==> config.mk <==
export PLATFORM = sky130hd
export DESIGN_NAME = rv32ic_instruction_decoder_unit
export DESIGN_NICKNAME = d
export VERILOG_FILES = /design/src/sv/rv32ic_pkg.sv /design/src/sv/rv32ic_instruction_decoder_unit.sv
export SDC_FILE = /design/constraint.sdc
export NUM_CORES = 1
export LEC_CHECK = 0
export ABC_AREA = 1
export BUFFER_PORTS_ARGS = -buffer_cell sky130_fd_sc_hd__buf_2
export CORE_MARGIN = 1.5
export CORE_UTILIZATION = 50
export DETAILED_ROUTE_END_ITERATION = 10
export PLACE_DENSITY = 0.76
export SETUP_SLACK_MARGIN = 0.4
export SLEW_MARGIN = 20
export SYNTH_ARGS = -nofsm -noshare
export SYNTH_HDL_FRONTEND = slang
export SYNTH_SLANG_ARGS = --single-unit
export TNS_END_PERCENT = 100
==> constraint.sdc <==
create_clock -name clk -period 9.14 [get_ports clk]
set_input_delay 1.828 -clock clk [delete_from_list [all_inputs] [get_ports clk]]
set_output_delay 1.828 -clock clk [all_outputs]
set_load 0.05 [all_outputs]
==> src/sv/rv32ic_pkg.sv <==
// rv32ic_pkg: mnemonic codes, decode result type and opcode tables for the
// rv32ic instruction decoder; no dependencies
package rv32ic_pkg;

  typedef logic [5:0] mnem_t;

  localparam mnem_t MN_UNK   = 6'd0;
  localparam mnem_t MN_LUI   = 6'd1;
  localparam mnem_t MN_AUIPC = 6'd2;
  localparam mnem_t MN_JAL   = 6'd3;
  localparam mnem_t MN_JALR  = 6'd4;
  localparam mnem_t MN_BEQ   = 6'd5;
  localparam mnem_t MN_BNE   = 6'd6;
  localparam mnem_t MN_BLT   = 6'd7;
  localparam mnem_t MN_BGE   = 6'd8;
  localparam mnem_t MN_BLTU  = 6'd9;
  localparam mnem_t MN_BGEU  = 6'd10;
  localparam mnem_t MN_LB    = 6'd11;
  localparam mnem_t MN_LH    = 6'd12;
  localparam mnem_t MN_LW    = 6'd13;
  localparam mnem_t MN_LBU   = 6'd14;
  localparam mnem_t MN_LHU   = 6'd15;
  localparam mnem_t MN_SB    = 6'd16;
  localparam mnem_t MN_SH    = 6'd17;
  localparam mnem_t MN_SW    = 6'd18;
  localparam mnem_t MN_ADDI  = 6'd19;
  localparam mnem_t MN_SLTI  = 6'd20;
  localparam mnem_t MN_SLTIU = 6'd21;
  localparam mnem_t MN_XORI  = 6'd22;
  localparam mnem_t MN_ORI   = 6'd23;
  localparam mnem_t MN_ANDI  = 6'd24;
  localparam mnem_t MN_SLLI  = 6'd25;
  localparam mnem_t MN_SRLI  = 6'd26;
  localparam mnem_t MN_SRAI  = 6'd27;
  localparam mnem_t MN_ADD   = 6'd28;
  localparam mnem_t MN_SUB   = 6'd29;
  localparam mnem_t MN_SLL   = 6'd30;
  localparam mnem_t MN_SLT   = 6'd31;
  localparam mnem_t MN_SLTU  = 6'd32;
  localparam mnem_t MN_XOR   = 6'd33;
  localparam mnem_t MN_SRL   = 6'd34;
  localparam mnem_t MN_SRA   = 6'd35;
  localparam mnem_t MN_OR    = 6'd36;
  localparam mnem_t MN_AND   = 6'd37;
  localparam mnem_t MN_ECALL = 6'd38;

  localparam logic [6:0] OP_LUI    = 7'h37;
  localparam logic [6:0] OP_AUIPC  = 7'h17;
  localparam logic [6:0] OP_JAL    = 7'h6F;
  localparam logic [6:0] OP_JALR   = 7'h67;
  localparam logic [6:0] OP_BRANCH = 7'h63;
  localparam logic [6:0] OP_LOAD   = 7'h03;
  localparam logic [6:0] OP_STORE  = 7'h23;
  localparam logic [6:0] OP_IMM    = 7'h13;
  localparam logic [6:0] OP_REG    = 7'h33;
  localparam logic [6:0] OP_SYSTEM = 7'h73;

  localparam logic [1:0] QUAD_MEM   = 2'd0;
  localparam logic [1:0] QUAD_ARITH = 2'd1;
  localparam logic [1:0] QUAD_REG   = 2'd2;
  localparam logic [1:0] QUAD_FULL  = 2'd3;
  localparam logic [6:0] F7_ALT     = 7'h20;

  typedef struct packed {
    mnem_t        mn;
    logic [4:0]   rd;
    logic [4:0]   rs1;
    logic [4:0]   rs2;
    logic [31:0]  imm;
    logic         br;
  } dec_t;

  function automatic mnem_t branch_mn(input logic [2:0] f3);
    mnem_t m;
    unique case (f3)
      3'd0:    m = MN_BEQ;
      3'd1:    m = MN_BNE;
      3'd4:    m = MN_BLT;
      3'd5:    m = MN_BGE;
      3'd6:    m = MN_BLTU;
      3'd7:    m = MN_BGEU;
      default: m = MN_UNK;
    endcase
    return m;
  endfunction

  function automatic mnem_t load_mn(input logic [2:0] f3);
    mnem_t m;
    unique case (f3)
      3'd0:    m = MN_LB;
      3'd1:    m = MN_LH;
      3'd2:    m = MN_LW;
      3'd4:    m = MN_LBU;
      3'd5:    m = MN_LHU;
      default: m = MN_UNK;
    endcase
    return m;
  endfunction

  function automatic mnem_t store_mn(input logic [2:0] f3);
    mnem_t m;
    unique case (f3)
      3'd0:    m = MN_SB;
      3'd1:    m = MN_SH;
      3'd2:    m = MN_SW;
      default: m = MN_UNK;
    endcase
    return m;
  endfunction

  function automatic mnem_t opimm_mn(input logic [2:0] f3);
    mnem_t m;
    unique case (f3)
      3'd0:    m = MN_ADDI;
      3'd2:    m = MN_SLTI;
      3'd3:    m = MN_SLTIU;
      3'd4:    m = MN_XORI;
      3'd6:    m = MN_ORI;
      3'd7:    m = MN_ANDI;
      default: m = MN_UNK;
    endcase
    return m;
  endfunction

  function automatic mnem_t op_mn(input logic [2:0] f3);
    mnem_t m;
    unique case (f3)
      3'd0:    m = MN_ADD;
      3'd1:    m = MN_SLL;
      3'd2:    m = MN_SLT;
      3'd3:    m = MN_SLTU;
      3'd4:    m = MN_XOR;
      3'd5:    m = MN_SRL;
      3'd6:    m = MN_OR;
      default: m = MN_AND;
    endcase
    return m;
  endfunction

  function automatic mnem_t carith_mn(input logic [1:0] sel);
    mnem_t m;
    unique case (sel)
      2'd0:    m = MN_SUB;
      2'd1:    m = MN_XOR;
      2'd2:    m = MN_OR;
      default: m = MN_AND;
    endcase
    return m;
  endfunction

endpackage

==> src/sv/rv32ic_instruction_decoder_unit.sv <==
// rv32ic_instruction_decoder_unit: rv32ic decoder with program counter,
// input register, single-pass decode and output register; uses rv32ic_pkg
// an input beat goes through the input register, then the output register
// throughput: one instruction per cycle while out_tready allows, set by the
// single decode pass between the input register and the output register
// reset (synchronous, active low) clears the program counter and all valids
module rv32ic_instruction_decoder_unit
  import rv32ic_pkg::*;
(
  input  logic         clk,
  input  logic         rst_n,
  input  logic         cfg_wr_en,
  input  logic [31:0]  cfg_wr_data,
  input  logic         in_tvalid,
  output logic         in_tready,
  input  logic [31:0]  in_tdata,   // instr_word
  output logic         out_tvalid,
  input  logic         out_tready,
  // instr_address, mnemonic, dest_reg, src1_reg, src2_reg, immediate,
  // target_address, zero pad
  output logic [119:0] out_tdata,
  output logic [1:0]   out_tuser   // is_compressed, is_branch_or_jump
);

  logic [31:0]  pc_r, pc_nxt;
  logic         s1_valid_r, s1_valid_nxt;
  logic [31:0]  s1_word_r;
  logic [31:0]  s1_addr_r;
  logic         out_valid_r, out_valid_nxt;
  logic [119:0] out_data_r;
  logic [1:0]   out_user_r;

  logic  in_beat;
  logic  s1_adv;
  logic  comp;
  dec_t  d32, d16, dsel;
  logic [31:0] target;

  assign s1_adv    = !out_valid_r || out_tready;
  assign in_tready = !s1_valid_r || s1_adv;
  assign in_beat   = in_tvalid && in_tready;

  // program counter
  always_comb begin
    pc_nxt = pc_r;
    if (cfg_wr_en) begin
      pc_nxt = cfg_wr_data;
    end else if (in_beat) begin
      pc_nxt = (in_tdata[1:0] != QUAD_FULL) ? pc_r + 32'd2 : pc_r + 32'd4;
    end
  end

  // 32-bit decode
  always_comb begin
    logic [6:0]  op;
    logic [4:0]  rd, rs1, rs2;
    logic [2:0]  f3;
    logic [6:0]  f7;
    logic [31:0] imm_i, imm_s, imm_b, imm_u, imm_j;
    logic [31:0] w;
    w     = s1_word_r;
    op    = w[6:0];
    rd    = w[11:7];
    f3    = w[14:12];
    rs1   = w[19:15];
    rs2   = w[24:20];
    f7    = w[31:25];
    imm_i = {{20{w[31]}}, w[31:20]};
    imm_s = {{20{w[31]}}, w[31:25], w[11:7]};
    imm_b = {{19{w[31]}}, w[31], w[7], w[30:25], w[11:8], 1'b0};
    imm_u = {w[31:12], 12'd0};
    imm_j = {{11{w[31]}}, w[31], w[19:12], w[20], w[30:21], 1'b0};
    d32   = '0;
    unique case (op)
      OP_LUI:    d32 = '{MN_LUI, rd, 5'd0, 5'd0, imm_u, 1'b0};
      OP_AUIPC:  d32 = '{MN_AUIPC, rd, 5'd0, 5'd0, imm_u, 1'b0};
      OP_JAL:    d32 = '{MN_JAL, rd, 5'd0, 5'd0, imm_j, 1'b1};
      OP_JALR:   d32 = '{MN_JALR, rd, rs1, 5'd0, imm_i, 1'b0};
      OP_BRANCH: d32 = '{branch_mn(f3), 5'd0, rs1, rs2, imm_b, 1'b1};
      OP_LOAD:   d32 = '{load_mn(f3), rd, rs1, 5'd0, imm_i, 1'b0};
      OP_STORE:  d32 = '{store_mn(f3), 5'd0, rs1, rs2, imm_s, 1'b0};
      OP_IMM: begin
        if (f3 == 3'd1) begin
          d32 = '{MN_SLLI, rd, rs1, 5'd0, {27'd0, rs2}, 1'b0};
        end else if (f3 == 3'd5) begin
          d32 = '{(f7 == 7'd0) ? MN_SRLI : MN_SRAI, rd, rs1, 5'd0, {27'd0, rs2}, 1'b0};
        end else begin
          d32 = '{opimm_mn(f3), rd, rs1, 5'd0, imm_i, 1'b0};
        end
      end
      OP_REG: begin
        d32 = '{op_mn(f3), rd, rs1, rs2, 32'd0, 1'b0};
        if (f7 == F7_ALT && f3 == 3'd0) d32.mn = MN_SUB;
        if (f7 == F7_ALT && f3 == 3'd5) d32.mn = MN_SRA;
      end
      OP_SYSTEM: d32 = '{MN_ECALL, 5'd0, 5'd0, 5'd0, 32'd0, 1'b0};
      default:   d32 = '0;
    endcase
  end

  // 16-bit decode
  always_comb begin
    logic [15:0] h;
    logic [2:0]  f3;
    logic        b12;
    logic [4:0]  rl, rr, rp1, rp2;
    logic [31:0] imm6, uw, ij, ib, lui_imm;
    h       = s1_word_r[15:0];
    f3      = h[15:13];
    b12     = h[12];
    rl      = h[11:7];
    rr      = h[6:2];
    rp1     = {2'b01, h[9:7]};
    rp2     = {2'b01, h[4:2]};
    imm6    = {{26{h[12]}}, h[12], h[6:2]};
    uw      = {25'd0, h[5], h[12:10], h[6], 2'b00};
    ij      = {{20{h[12]}}, h[12], h[8], h[10:9], h[6], h[7], h[2], h[11], h[5:3], 1'b0};
    ib      = {{23{h[12]}}, h[12], h[6:5], h[2], h[11:10], h[4:3], 1'b0};
    lui_imm = {{14{h[12]}}, h[12], h[6:2], 12'd0};
    d16     = '0;
    unique case (h[1:0])
      QUAD_MEM: begin
        if (f3 == 3'd2) d16 = '{MN_LW, rp2, rp1, 5'd0, uw, 1'b0};
        if (f3 == 3'd6) d16 = '{MN_SW, 5'd0, rp1, rp2, uw, 1'b0};
      end
      QUAD_ARITH: begin
        unique case (f3)
          3'd0: d16 = '{MN_ADDI, rl, rl, 5'd0, imm6, 1'b0};
          3'd1: d16 = '{MN_JAL, 5'd1, 5'd0, 5'd0, ij, 1'b1};
          3'd3: begin
            if (rl != 5'd2) d16 = '{MN_LUI, rl, 5'd0, 5'd0, lui_imm, 1'b0};
          end
          3'd4: begin
            if (h[11:10] == 2'd2) begin
              d16 = '{MN_ANDI, rp1, rp1, 5'd0, imm6, 1'b0};
            end else if (!b12) begin
              unique case (h[11:10])
                2'd0:    d16 = '{MN_SRLI, rp1, rp1, 5'd0, {27'd0, rr}, 1'b0};
                2'd1:    d16 = '{MN_SRAI, rp1, rp1, 5'd0, {27'd0, rr}, 1'b0};
                default: d16 = '{carith_mn(h[6:5]), rp1, rp1, rp2, 32'd0, 1'b0};
              endcase
            end
          end
          3'd6:    d16 = '{MN_BEQ, 5'd0, rp1, 5'd0, ib, 1'b1};
          3'd7:    d16 = '{MN_BNE, 5'd0, rp1, 5'd0, ib, 1'b1};
          default: d16 = '0;
        endcase
      end
      QUAD_REG: begin
        if (f3 == 3'd0 && !b12) begin
          d16 = '{MN_SLLI, rl, rl, 5'd0, {27'd0, rr}, 1'b0};
        end else if (f3 == 3'd4) begin
          if (rr != 5'd0) begin
            d16 = '{MN_ADD, rl, b12 ? rl : 5'd0, rr, 32'd0, 1'b0};
          end else if (rl != 5'd0) begin
            d16 = '{MN_JALR, b12 ? 5'd1 : 5'd0, rl, 5'd0, 32'd0, 1'b0};
          end
        end
      end
      default: d16 = '0;
    endcase
  end

  // select, clear unknowns, form target
  always_comb begin
    comp = (s1_word_r[1:0] != QUAD_FULL);
    dsel = comp ? d16 : d32;
    if (dsel.mn == MN_UNK) dsel = '0;
    target = dsel.br ? s1_addr_r + dsel.imm : 32'd0;
  end

  always_comb begin
    s1_valid_nxt = s1_valid_r;
    if (in_beat) begin
      s1_valid_nxt = 1'b1;
    end else if (s1_adv) begin
      s1_valid_nxt = 1'b0;
    end
    out_valid_nxt = out_valid_r;
    if (s1_adv) begin
      out_valid_nxt = s1_valid_r;
    end
  end

  always_ff @(posedge clk) begin
    if (!rst_n) begin
      pc_r        <= 32'd0;
      s1_valid_r  <= 1'b0;
      out_valid_r <= 1'b0;
    end else begin
      pc_r        <= pc_nxt;
      s1_valid_r  <= s1_valid_nxt;
      out_valid_r <= out_valid_nxt;
    end
  end

  always_ff @(posedge clk) begin
    if (in_beat) begin
      s1_word_r <= in_tdata;
      s1_addr_r <= pc_r;
    end
    if (s1_adv && s1_valid_r) begin
      out_data_r <= {3'd0, target, dsel.imm, dsel.rs2, dsel.rs1, dsel.rd, dsel.mn,
                     s1_addr_r};
      out_user_r <= {dsel.br, comp};
    end
  end

  assign out_tvalid = out_valid_r;
  assign out_tdata  = out_data_r;
  assign out_tuser  = out_user_r;

endmodule

==> results.toml <==
[status]
status = "finished, final reports clean"

[job]
drv_cap = 0

[synth]
synthCells = 1353
synth_area_um2 = 11800
synthArstFlopShare_pct = 0
synth_ff_type = "edfxtp_1"
synth_edf_count = 183
yosysSeqAreaShare_pct = 52.3
syn_avg_cell_area_um2 = 8.73
ys.warnings.count = 0
synth-seq-cells = 217
ys_types = 48

[place]
dp_hpwl_mm = 28.5
place_ws_ns = 3.80
gp_congestion = 1.02
place_inst = 1831
numPortBuffers = 189

[timing]
hold_viol = 0
drv_slew = 0
clock_skew_ns = 0.0207
hold_ws_ns = 0.459
slew_headroom_pct = 28.9
setup_violations = 0
timing.final.crit_share_pct = 60.5
fin_crit_ns = 5.53
worst_slack_ns = 3.61
setup_tns_ns = 0
fmaxAchievable_mhz = 181
rsz0062_at_grt = "no"
tightest_slew_ns = 1.07

[grt]
grtUsageTotal_pct = 29.8
grt_overflow_total = 0
grt_max_degree = 76
grt_pass1_wl_mm = 55.2
antenna_found_initial = 1
grt_pass1_vias = 9735

[worst_setup_path]
critPathRequiredTime_ns = 9.51
worstReg2RegStart = "s1_word_r[14]"
critPathArrivalTime_ns = 5.90
r2r-end = "out_tdata[116]"
critical_path_class = "flip-flop to flip-flop"
rr_worst_depth = 23
endpoint_kind = "flip-flop"
cp_max_fo = 29
critPathLaunch = "s1_word_r[14]"
critPathLaunchType = "flip-flop"
regToRegSetupSlack_ns = 3.61

[hold_path]
hold_depth = 0
hold_class = "flip-flop to flip-flop"
worstHoldStart = "pc_r[0]"
min_to = "s1_addr_r[0]"

[routing]
totalWireLength_mm = 37.0
vias = 10590
drcViolationCount = 0
routed_via_density = 5.65
routedWlPerCell_um = 19.8
drt_iter0_drc = 1146
dr.pass1.iters = 6
ant_nets = 0

[clock_network]
ctsRootBufferMaster = "clkbuf_16"
clk_pin_slew_ns = 0.06
h-tree-depth = 1
cts.sinks = 217
cts_buffers = 23
cts_tree = "built"
hold_buffers = 0
clk_latency_ns = 0.55
cts_resized = 0
clockBufferDepth = 3
post_cts_buffers = 0

[floorplanning]
rows = 56
io_pins = 193
initial_core_util_pct = 50.6
die_h_um = 157
die_x_um = 157
die-area_um2 = 24500
coreArea_um2 = 23300

[final_layout]
fin_util_pct = 59.2
syn2layout_area_growth_pct = 17.1
fin_nets = 1640
final_cells = 1873
antenna_cells = 0
drive_above_1_share_pct = 17.0
fill_cells = 2072

[power_and_ir_drop]
p_leak_nw = 5.98
power_density_nw_per_um2 = 188
ir_worst_vdd_v = 0.000146
-- Yosys cell counts, drive strengths merged (7+ instances only) --
cell type    n  area (µm²)
dfxtp       34         681
nand2      316        1210
inv        130         488
edfxtp     183        5500
nor2       186         716
ha          33         413
a21oi      107         536
a31oi       31         194
buf         21         143
o21ai       57         285
nand3       70         350
nand4       21         131
o211ai      11        82.6
xnor2        9        78.8
or2          8        50.1
nor3        24         120
clkbuf      16        60.1
a22oi        8        60.1
nand3b       7        52.6
xor2        24         210
nor4         7        43.8
a21o        11        82.6
-- cell usage in the layout (no fill, tap or decap), types with 4 or more instances in the layout --
cell         n
nand2_1    307
buf_2      189
edfxtp_1   183
nor2_1     181
inv_1      123
a21oi_1    106
nand3_1     70
o21ai_0     55
dfxtp_1     34
ha_1        33
a31oi_1     31
nor3_1      24
xor2_1      24
clkbuf_16   23
nand4_1     21
o211ai_1    11
a21o_1      11
xnor2_1      9
nand2_2      8
a22oi_1      8
or2_2        8
inv_2        7
nand3b_1     7
nor4_1       7
a221oi_1     6
a21boi_0     5
buf_4        5
nor2_2       4
o21bai_1     4
clkinv_4     4
bufinv_16    4
-- sequential cells by signal, indices dropped and copies added (netlist names) --
signal / cells
s1_addr_r: 32
s1_valid_r: 1
out_tuser: 2
s1_word_r: 32
out_tvalid: 1
pc_r: 32
out_tdata: 117
-- kinds of logic (layout without fill, tap and decap cells) --
kind of cell,count (synthesis),in the layout,share of synthesized area (%)
flops,217,217,52.3
other cells,1,3,0.0318
simple gates,642,642,22.9
buf+inv,168,367,5.88
xor+xnor,33,33,2.45
fa+ha+maj,34,34,3.67
compound gates,258,258,12.8
-- metrics by stage --
step / cell area (µm²) / total power, W
floorplan: 11800 / 0.00149
global placement: 13000 / 0.00161
global route: 13800 / 0.00268
CTS: 13800 / 0.00260
detailed placement: 13000 / 0.00161
finish: 13800 / 0.00260
-- metal layers --
layer  wire length (µm)  up-vias  GRT usage [%]
met5                  9        -              0
met4               1050        2           8.30
met3               4120       87           6.26
met2              15600      631           44.7
met1              16300     4814           43.5
li1                   -     5056              -
-- critical path: stages (launching register included) --
cell and delay, ns:
edfxtp_1 0.86, inv_2 0.20, nand3_1 0.18, nand2_1 0.07
nor2_1 0.62, inv_1 0.22, a21oi_1 0.19, nor2_1 0.08
nand2_1 0.10, nor2_2 0.05, nand2_4 0.12, inv_2 0.21
a211oi_1 0.41, ha_1 0.35, a21oi_1 0.16, nand2_1 0.09
a21oi_1 0.30, o21ai_0 0.33, nand2_1 0.15, nand2_1 0.10
nand2_1 0.08, nand3b_1 0.16, nand3b_1 0.20, a21oi_1 0.12
-- where the power goes --
part           internal, W  total [W]  leakage [nW]  switching, W
clock network     0.000586    0.00100         0.391      0.000415
registers          0.00114    0.00119          2.09     0.0000561
logic             0.000106   0.000406          3.50      0.000300
total              0.00183    0.00260          5.98      0.000772
-- layout make-up --
cell class	instances	area (µm²)	area share (%)
tap	319	399	2.89
inverter	131	492	3.56
sequential	217	6180	44.7
timing repair buffer	194	983	7.12
clock buffer	24	579	4.19
multi-input combinational	970	4950	35.8
clock inverter	18	238	1.72
-- worst max path at each step --
stage	to	slack [ns]	cells past startpoint
final	out_tdata[116]	3.61	23
after global routing	out_tdata[107]	3.24	22
after CTS	out_tdata[116]	3.75	23
after detailed placement	out_tdata[116]	3.80	23
after global placement	out_tdata[107]	3.91	23
after floorplan	out_tdata[0]	0.91	2
Note: power is estimated with default switching activity, not from simulation.
